--- src/rtl/ulst_pkg.sv ---
// Shared types, constants and codes for the unordered list table.
package ulst_pkg;

    localparam int DEPTH      = 64;
    localparam int ITEM_WIDTH = 32;
    localparam int ADDR_W     = $clog2(DEPTH);
    localparam int CNT_W      = $clog2(DEPTH + 1);

    typedef enum logic [2:0] {
        KIND_INSERT = 3'd0,
        KIND_DELETE = 3'd1,
        KIND_SEARCH = 3'd2,
        KIND_CLEAR  = 3'd3,
        KIND_REWIND = 3'd4,
        KIND_READ   = 3'd5
    } kind_t;

    typedef enum logic [1:0] {
        ST_OK        = 2'd0,
        ST_NOT_FOUND = 2'd1,
        ST_FULL      = 2'd2,
        ST_PAST_END  = 2'd3
    } status_t;

    typedef enum logic [2:0] {
        S_IDLE,
        S_EXEC,
        S_RDWAIT,
        S_SCAN,
        S_MOVE_RD,
        S_MOVE_WR,
        S_EMIT
    } state_t;

    // Controller to datapath
    typedef struct packed {
        logic start;       // latch a new beat, arm the scan
        logic exec;        // insert, clear and rewind operations, read issue
        logic rd_capture;  // take read data as the result item
        logic scan;        // walk entries, one per cycle
        logic move_rd;     // read the last entry
        logic move_wr;     // overwrite the matched slot, drop the count
        logic load_out;    // move the result into the output register
    } dp_cmd_t;

    // Datapath to controller
    typedef struct packed {
        kind_t kind;
        logic  read_ok;
        logic  hit;
        logic  miss;
        logic  out_free;
    } dp_sts_t;

endpackage

--- src/rtl/ulst_ram.sv ---
// Generic simple dual-port RAM with registered read.
module ulst_ram #(
    parameter int WIDTH = 32,
    parameter int DEPTH = 64
) (
    input  logic                     aclk,
    input  logic                     we,
    input  logic [$clog2(DEPTH)-1:0] waddr,
    input  logic [WIDTH-1:0]         wdata,
    input  logic [$clog2(DEPTH)-1:0] raddr,
    output logic [WIDTH-1:0]         rdata
);

    logic [WIDTH-1:0] mem [DEPTH];
    logic [WIDTH-1:0] rdata_reg;

    always_ff @(posedge aclk) begin
        if (we) begin
            mem[waddr] <= wdata;
        end
        rdata_reg <= mem[raddr];
    end

    assign rdata = rdata_reg;

endmodule

--- src/rtl/ulst_dp.sv ---
// Datapath: table memory, count, cursor, scan pipeline and result registers.
module ulst_dp (
    input  logic                                aclk,
    input  logic                                aresetn,
    input  ulst_pkg::dp_cmd_t                   cmd,
    output ulst_pkg::dp_sts_t                   sts,
    input  logic [2:0]                          s_kind,
    input  logic [ulst_pkg::ITEM_WIDTH-1:0]     s_item_value,
    output logic                                m_valid,
    input  logic                                m_ready,
    output logic [1:0]                          m_status,
    output logic [ulst_pkg::ITEM_WIDTH-1:0]     m_item_out,
    output logic [ulst_pkg::CNT_W-1:0]          m_entry_count,
    output logic                                m_is_full,
    output logic                                m_cursor_at_end
);

    localparam int AW = ulst_pkg::ADDR_W;
    localparam int CW = ulst_pkg::CNT_W;
    localparam int IW = ulst_pkg::ITEM_WIDTH;

    // control state
    logic [CW-1:0] count_reg,  count_next;
    logic [CW-1:0] cursor_reg, cursor_next;
    logic [CW-1:0] idx_reg,    idx_next;
    logic          pend_vld_reg, pend_vld_next;
    logic          m_valid_reg,  m_valid_next;

    // payload
    ulst_pkg::kind_t   kind_reg,  kind_next;
    logic [IW-1:0]     val_reg,   val_next;
    logic [AW-1:0]     pend_idx_reg, pend_idx_next;
    logic [AW-1:0]     pos_reg,   pos_next;
    ulst_pkg::status_t res_status_reg, res_status_next;
    logic [IW-1:0]     res_item_reg,   res_item_next;
    logic [1:0]        m_status_reg,   m_status_next;
    logic [IW-1:0]     m_item_reg,     m_item_next;
    logic [CW-1:0]     m_count_reg,    m_count_next;
    logic              m_full_reg,     m_full_next;
    logic              m_end_reg,      m_end_next;

    // memory port
    logic          ram_we;
    logic [AW-1:0] ram_waddr;
    logic [IW-1:0] ram_wdata;
    logic [AW-1:0] ram_raddr;
    logic [IW-1:0] ram_rdata;

    logic read_ok;
    logic hit;
    logic miss;
    logic out_free;

    ulst_ram #(
        .WIDTH (IW),
        .DEPTH (ulst_pkg::DEPTH)
    ) u_ram (
        .aclk  (aclk),
        .we    (ram_we),
        .waddr (ram_waddr),
        .wdata (ram_wdata),
        .raddr (ram_raddr),
        .rdata (ram_rdata)
    );

    assign read_ok  = (cursor_reg < count_reg);
    assign hit      = pend_vld_reg && (ram_rdata == val_reg);
    assign miss     = !pend_vld_reg && (idx_reg >= count_reg);
    assign out_free = !m_valid_reg || m_ready;

    assign sts.kind     = kind_reg;
    assign sts.read_ok  = read_ok;
    assign sts.hit      = hit;
    assign sts.miss     = miss;
    assign sts.out_free = out_free;

    always_comb begin
        count_next      = count_reg;
        cursor_next     = cursor_reg;
        idx_next        = idx_reg;
        pend_vld_next   = pend_vld_reg;
        m_valid_next    = m_valid_reg;
        kind_next       = kind_reg;
        val_next        = val_reg;
        pend_idx_next   = pend_idx_reg;
        pos_next        = pos_reg;
        res_status_next = res_status_reg;
        res_item_next   = res_item_reg;
        m_status_next   = m_status_reg;
        m_item_next     = m_item_reg;
        m_count_next    = m_count_reg;
        m_full_next     = m_full_reg;
        m_end_next      = m_end_reg;
        ram_we          = 1'b0;
        ram_waddr       = count_reg[AW-1:0];
        ram_wdata       = val_reg;
        ram_raddr       = idx_reg[AW-1:0];

        if (cmd.start) begin
            kind_next       = ulst_pkg::kind_t'(s_kind);
            val_next        = s_item_value;
            idx_next        = '0;
            pend_vld_next   = 1'b0;
            res_status_next = ulst_pkg::ST_OK;
            res_item_next   = '0;
        end

        if (cmd.exec) begin
            case (kind_reg)
                ulst_pkg::KIND_INSERT: begin
                    if (count_reg < CW'(ulst_pkg::DEPTH)) begin
                        ram_we     = 1'b1;
                        count_next = count_reg + CW'(1);
                    end else begin
                        res_status_next = ulst_pkg::ST_FULL;
                    end
                end
                ulst_pkg::KIND_CLEAR:  count_next  = '0;
                ulst_pkg::KIND_REWIND: cursor_next = '0;
                ulst_pkg::KIND_READ: begin
                    if (read_ok) begin
                        ram_raddr   = cursor_reg[AW-1:0];
                        cursor_next = cursor_reg + CW'(1);
                    end else begin
                        res_status_next = ulst_pkg::ST_PAST_END;
                    end
                end
                default: ;
            endcase
        end

        if (cmd.rd_capture) begin
            res_item_next = ram_rdata;
        end

        if (cmd.scan) begin
            // issue one read per cycle, compare its data in the following cycle
            if (idx_reg < count_reg) begin
                ram_raddr     = idx_reg[AW-1:0];
                idx_next      = idx_reg + CW'(1);
                pend_vld_next = 1'b1;
                pend_idx_next = idx_reg[AW-1:0];
            end else begin
                pend_vld_next = 1'b0;
            end
            if (hit) begin
                pos_next = pend_idx_reg;
                if (kind_reg == ulst_pkg::KIND_SEARCH) begin
                    res_item_next = ram_rdata;
                end
            end else if (miss) begin
                res_status_next = ulst_pkg::ST_NOT_FOUND;
            end
        end

        if (cmd.move_rd) begin
            ram_raddr = AW'(count_reg - CW'(1));
        end

        if (cmd.move_wr) begin
            ram_we     = 1'b1;
            ram_waddr  = pos_reg;
            ram_wdata  = ram_rdata;
            count_next = count_reg - CW'(1);
        end

        if (cmd.load_out) begin
            m_valid_next  = 1'b1;
            m_status_next = res_status_reg;
            m_item_next   = res_item_reg;
            m_count_next  = count_reg;
            m_full_next   = (count_reg == CW'(ulst_pkg::DEPTH));
            m_end_next    = (cursor_reg == count_reg);
        end else if (m_ready) begin
            m_valid_next = 1'b0;
        end
    end

    always_ff @(posedge aclk) begin
        if (!aresetn) begin
            count_reg    <= '0;
            cursor_reg   <= '0;
            idx_reg      <= '0;
            pend_vld_reg <= 1'b0;
            m_valid_reg  <= 1'b0;
        end else begin
            count_reg    <= count_next;
            cursor_reg   <= cursor_next;
            idx_reg      <= idx_next;
            pend_vld_reg <= pend_vld_next;
            m_valid_reg  <= m_valid_next;
        end
    end

    always_ff @(posedge aclk) begin
        kind_reg       <= kind_next;
        val_reg        <= val_next;
        pend_idx_reg   <= pend_idx_next;
        pos_reg        <= pos_next;
        res_status_reg <= res_status_next;
        res_item_reg   <= res_item_next;
        m_status_reg   <= m_status_next;
        m_item_reg     <= m_item_next;
        m_count_reg    <= m_count_next;
        m_full_reg     <= m_full_next;
        m_end_reg      <= m_end_next;
    end

    assign m_valid         = m_valid_reg;
    assign m_status        = m_status_reg;
    assign m_item_out      = m_item_reg;
    assign m_entry_count   = m_count_reg;
    assign m_is_full       = m_full_reg;
    assign m_cursor_at_end = m_end_reg;

endmodule

--- src/rtl/ulst_ctrl.sv ---
// Controller state machine sequencing each operation.
module ulst_ctrl (
    input  logic              aclk,
    input  logic              aresetn,
    input  logic              s_valid,
    input  ulst_pkg::kind_t   s_kind,
    output logic              s_ready,
    input  ulst_pkg::dp_sts_t sts,
    output ulst_pkg::dp_cmd_t cmd
);

    ulst_pkg::state_t state_reg, state_next;

    always_comb begin
        state_next = state_reg;
        unique case (state_reg)
            ulst_pkg::S_IDLE: begin
                if (s_valid) begin
                    if (s_kind == ulst_pkg::KIND_DELETE || s_kind == ulst_pkg::KIND_SEARCH) begin
                        state_next = ulst_pkg::S_SCAN;
                    end else begin
                        state_next = ulst_pkg::S_EXEC;
                    end
                end
            end
            ulst_pkg::S_EXEC: begin
                if (sts.kind == ulst_pkg::KIND_READ && sts.read_ok) begin
                    state_next = ulst_pkg::S_RDWAIT;
                end else begin
                    state_next = ulst_pkg::S_EMIT;
                end
            end
            ulst_pkg::S_RDWAIT: state_next = ulst_pkg::S_EMIT;
            ulst_pkg::S_SCAN: begin
                if (sts.hit) begin
                    if (sts.kind == ulst_pkg::KIND_DELETE) begin
                        state_next = ulst_pkg::S_MOVE_RD;
                    end else begin
                        state_next = ulst_pkg::S_EMIT;
                    end
                end else if (sts.miss) begin
                    state_next = ulst_pkg::S_EMIT;
                end
            end
            ulst_pkg::S_MOVE_RD: state_next = ulst_pkg::S_MOVE_WR;
            ulst_pkg::S_MOVE_WR: state_next = ulst_pkg::S_EMIT;
            ulst_pkg::S_EMIT: begin
                if (sts.out_free) begin
                    state_next = ulst_pkg::S_IDLE;
                end
            end
            default: state_next = ulst_pkg::S_IDLE;
        endcase
    end

    always_comb begin
        cmd     = '0;
        s_ready = 1'b0;
        unique case (state_reg)
            ulst_pkg::S_IDLE: begin
                s_ready   = 1'b1;
                cmd.start = s_valid;
            end
            ulst_pkg::S_EXEC:    cmd.exec       = 1'b1;
            ulst_pkg::S_RDWAIT:  cmd.rd_capture = 1'b1;
            ulst_pkg::S_SCAN:    cmd.scan       = 1'b1;
            ulst_pkg::S_MOVE_RD: cmd.move_rd    = 1'b1;
            ulst_pkg::S_MOVE_WR: cmd.move_wr    = 1'b1;
            ulst_pkg::S_EMIT:    cmd.load_out   = sts.out_free;
            default: ;
        endcase
    end

    always_ff @(posedge aclk) begin
        if (!aresetn) begin
            state_reg <= ulst_pkg::S_IDLE;
        end else begin
            state_reg <= state_next;
        end
    end

endmodule

--- src/rtl/unordered_list_table.sv ---
// Steps from accept to result: exec then emit for insert, clear, rewind and unused kinds,
// exec, read wait and emit for read next, scan then emit for search, scan, move and emit for delete.
// The delete/search time is set by the scan over the single table memory read port,
// one entry per cycle. One beat is in work at a time; the next beat is taken once
// its result has moved to the output register, which holds it until taken.
// Reset (aresetn, synchronous, active low) zeroes count and cursor; table memory is not cleared.
module unordered_list_table (
    input  logic                            aclk,
    input  logic                            aresetn,
    input  logic                            s_valid,
    output logic                            s_ready,
    input  logic [2:0]                      s_kind,
    input  logic [ulst_pkg::ITEM_WIDTH-1:0] s_item_value,
    output logic                            m_valid,
    input  logic                            m_ready,
    output logic [1:0]                      m_status,
    output logic [ulst_pkg::ITEM_WIDTH-1:0] m_item_out,
    output logic [ulst_pkg::CNT_W-1:0]      m_entry_count,
    output logic                            m_is_full,
    output logic                            m_cursor_at_end
);

    // command and status between the controller and the datapath
    ulst_pkg::dp_cmd_t cmd;
    ulst_pkg::dp_sts_t sts;

    // Controller: takes the input beat, steps through exec, scan and move,
    // then holds in emit until the output register is free.
    ulst_ctrl u_ctrl (
        .aclk    (aclk),
        .aresetn (aresetn),
        .s_valid (s_valid),
        .s_kind  (ulst_pkg::kind_t'(s_kind)),
        .s_ready (s_ready),
        .sts     (sts),
        .cmd     (cmd)
    );

    // Datapath: table memory, count, cursor, scan pipeline and output register.
    ulst_dp u_dp (
        .aclk            (aclk),
        .aresetn         (aresetn),
        .cmd             (cmd),
        .sts             (sts),
        .s_kind          (s_kind),
        .s_item_value    (s_item_value),
        .m_valid         (m_valid),
        .m_ready         (m_ready),
        .m_status        (m_status),
        .m_item_out      (m_item_out),
        .m_entry_count   (m_entry_count),
        .m_is_full       (m_is_full),
        .m_cursor_at_end (m_cursor_at_end)
    );

`ifndef SYNTHESIS
    // a taken beat closes the input until its result has been handed off
    a_one_in_flight: assert property (@(posedge aclk) disable iff (!aresetn)
        (s_valid && s_ready) |=> !s_ready)
        else $error("input taken while a beat is in work");

    // never overwrite a result that is still waiting
    a_no_overwrite: assert property (@(posedge aclk) disable iff (!aresetn)
        (m_valid && !m_ready) |-> !cmd.load_out)
        else $error("output register overwritten while stalled");

    // datapath phases never overlap
    a_one_phase: assert property (@(posedge aclk) disable iff (!aresetn)
        $onehot0({cmd.start, cmd.exec, cmd.rd_capture, cmd.scan,
                  cmd.move_rd, cmd.move_wr, cmd.load_out}))
        else $error("overlapping datapath commands");

    // a scan never reports hit and miss together
    a_hit_miss: assert property (@(posedge aclk) disable iff (!aresetn)
        cmd.scan |-> !(sts.hit && sts.miss))
        else $error("scan hit and miss at once");
`endif

endmodule
--- config.mk ---
export PLATFORM = sky130hd
export DESIGN_NAME = unordered_list_table
export DESIGN_NICKNAME = d
export VERILOG_FILES = /design/src/rtl/ulst_pkg.sv /design/src/rtl/ulst_ram.sv /design/src/rtl/ulst_dp.sv /design/src/rtl/ulst_ctrl.sv /design/src/rtl/unordered_list_table.sv
export SDC_FILE = /design/constraint.sdc
export NUM_CORES = 2
export LEC_CHECK = 0
export BUFFER_PORTS_ARGS = -buffer_cell sky130_fd_sc_hd__buf_2
export CAP_MARGIN = 20
export CORE_MARGIN = 4
export CORE_UTILIZATION = 30
export DETAILED_ROUTE_END_ITERATION = 8
export HOLD_SLACK_MARGIN = 0.08
export PLACE_DENSITY = 0.5
export SETUP_SLACK_MARGIN = 0.5
export SLEW_MARGIN = 20
export SYNTH_ARGS = -nofsm -noshare
export SYNTH_HDL_FRONTEND = slang
export SYNTH_HIERARCHICAL = 1
export SYNTH_SLANG_ARGS = --single-unit
--- constraint.sdc ---
create_clock -name aclk -period 6.81 [get_ports aclk]
set_input_delay 0.681 -clock aclk [delete_from_list [all_inputs] [get_ports aclk]]
set_output_delay 0.681 -clock aclk [all_outputs]
set_load 0.01 [all_outputs]
==> results_dict.tcl <==
set metrics [dict create \
    slew_headroom 0.184 \
    cts_buffers 230 \
    tritoncts "done" \
    p_leak_nw 30.2 \
    drc 0 \
    worstSetupEndpoint "u_dp/u_ram/rdata[21]" \
    setup_viol 0 \
    crit_chain "nor3b_1 -> nand3b_4 -> or2_0 -> or3_1 -> o21ai_0 -> a22oi_2 -> buf_8 -> buf_4 -> nand2_1 -> buf_4 -> o221ai_1 -> a21oi_1 -> a21oi_1 -> nor2_1" \
    crit_path_end_kind "register" \
    synth-seq-cells 2230 \
    outcome "finished, final reports clean" \
    cp_max_fo 27 \
    rr_endpoint "u_dp/u_ram/rdata[21]" \
    cts-root-buf "clkbuf_16" \
    detail-route-antenna-nets 0 \
    critical_path.startpoint "u_ctrl/state_reg[0]" \
    min_period_ns 5.74 \
    routed_wl_um 238000 \
    synth_simple_gate_area_frac 0.0199 \
    cts.sinks 2230 \
    synth_cell_type_count 71 \
    wl_per_cell_um 29.1 \
    async_flop_share 0 \
    avgSynthCellArea_sq_um 22.0 \
    synth_top_family_by_area "multiplexers" \
    grt_pass1_vias 42300 \
    fin_crit_sh 0.843 \
    nFillCells 26100 \
    grt_usage 0.160 \
    cp_slowest_cell "a21oi_1" \
    synth-adder-area-share 0.00279 \
    antenna_found_initial 8 \
    clock_path_buffers 3 \
    grt_pass1_wl_um 335000 \
    synth_nets 3927 \
    grt_start_max_net_pins 70 \
    hold_viol 0 \
    finalInstanceArea_sq_mm 0.0996 \
    synthMuxAreaShare 0.159 \
    ys.flop_type "edfxtp_1" \
    place_congestion 0.785 \
    rsz0062_at_grt "false" \
    clk_pin_slew_worst_paths_ns 0.06 \
    gr-total-overflow 0 \
    cts_max_level 4 \
    syn-instance-count 3869 \
    largest_reg_flops 2048 \
    synth-xor-area-share 0.00432 \
    reg2reg_depth 14 \
    worst_slew_pin_slew_ns 1.22 \
    syn_to_final_growth_pct 16.9 \
    avgViaCountPerCell 5.12 \
    slowest_delay_ns 0.80 \
    final_common_cell "edfxtp_1" \
    start_util 0.302 \
    synth-compound-area-share 0.0258 \
    crit_type "reg2reg" \
    vias 41800 \
    synth_area_sq_mm 0.0852 \
    cap_violations 0 \
    die_x_um 541 \
    hold_class "in2reg" \
    ff2ff_setup_slack_ns 1.07 \
    max_clock_freq_mhz 174 \
    slew_violations 0 \
    clock_latency_ns 0.85 \
    core_area_sq_mm 0.283 \
    layout.nets 4296 \
    critPathLaunchType "register" \
    io_buffers 83 \
    yosysSeqAreaShare 0.775 \
    power_density_mw_per_mm2 339 \
    worst_ep_required_time_ns 7.57 \
    cp.arrival_ns 6.51 \
    regMostFlops "u_dp/u_ram/mem" \
    row_count 195 \
    fin_skew_ns 0.0301 \
    placed_area_sq_mm 0.0919 \
    peakVddDrop_mv 0.279 \
    ios 84 \
    die-area_sq_mm 0.293 \
    drt_iter0_markers 4407 \
    dr.pass1.iters 5 \
    r2r_start "u_ctrl/state_reg[0]" \
    dp_hpwl_um 144000 \
    synth-edff-count 2138 \
    fin_tns_setup_ns 0 \
    die_h_um 541 \
    yosysWarnings 6 \
    drive_gt1_frac 0.295 \
    final_cell_mix "edfxtp_1 (2138), mux4_2 (544), clkbuf_16 (240), buf_4 (195)" \
]
[cell usage after synthesis (16+ instances only)]
cell type,count,area (sq um)
o22ai_1,88,551
inv_1,20,75.1
nor2b_1,17,106
edfxtp_1,2138,64200
ha_1,19,238
a22o_1,33,289
nand3_1,16,80.1
o21ai_0,22,110
mux2_2,32,360
buf_2,67,335
a21oi_1,80,400
nand2_1,57,214
xor2_1,32,280
dfxtp_1,92,1840
mux4_2,544,12300
nor2_1,157,589
buf_4,29,218
clkbuf_1,85,319
mux2i_1,94,941
a22oi_1,19,143
nor3_1,21,105
buf_1,21,78.8
o221ai_1,27,236
[metal layers]
metal,up-vias,wire [um],global-route usage
met5,-,13,0
met4,2,5420,0.0399
met3,302,12300,0.0224
met2,1286,114000,0.260
met1,23100,105000,0.227
li1,17100,-,-
[stage by stage]
step                hold WS, ns  instances  setup slack (ns)  power, mW   util
floorplan                 0.400       3869              2.01       19.4      -
global placement          0.408       7707             0.337       21.8  0.325
detailed placement        0.416       7712             0.514       21.9  0.325
CTS                       0.112       8169             0.680       34.1  0.352
global route              0.158       8170             0.714       34.9  0.353
finish                    0.199       8171              1.07       33.7  0.353
[cells by family after synthesis]
| logic type | count (synthesis) |
|---|---|
| flops | 2230 |
| mux | 670 |
| simple gates | 352 |
| compound gates | 325 |
| buf+inv | 231 |
| xor+xnor | 42 |
| fa+ha+maj | 19 |
[report_power, final]
part / switching (mW) / internal (mW)
clock network: 5.16 / 7.06
registers: 0.392 / 15.8
logic: 3.27 / 2.07
total: 8.82 / 24.9
[timing repair]
action	in CTS	in global routing
gates resized for setup	0	1
endpoints found under the hold margin	35	0
setup buffers	1	0
hold buffers	35	0
pin swaps	1	0
setup endpoints to repair	1	1
[critical path, delay by kind of cell, from the launching register on]
kind | cells | cell delay [ns]
and+or+nand+nor | 6 | 2.25
AOI/OAI and AO/OA | 5 | 1.85
buffers and inverters | 3 | 0.95
DFF | 1 | 0.56
[how the worst min path moves through the flow]
stage,endpoint,slack [ns],start,cells past startpoint
floorplan,u_dp/pos_reg[0],0.40,u_dp/pend_idx_reg[0],0
global placement,u_dp/pos_reg[4],0.41,u_dp/pend_idx_reg[4],0
detailed placement,u_dp/pos_reg[4],0.42,u_dp/pend_idx_reg[4],0
CTS,u_ctrl/state_reg[1],0.11,s_valid,3
global route,u_ctrl/state_reg[1],0.16,s_valid,3
finish,u_ctrl/state_reg[1],0.20,s_valid,3
[cell type report]
class	count	area [sq um]	share of cell area
sequential	2230	66000	0.663
multi-input combinational	1408	18600	0.187
clock buffer	310	6390	0.0641
tap	3743	4680	0.0470
timing repair buffer	347	2890	0.0290
clock inverter	111	928	0.00932
inverter	21	78.8	0.000791
antenna	1	2.50	0.0000251
Power figures use the tool's default switching activity.
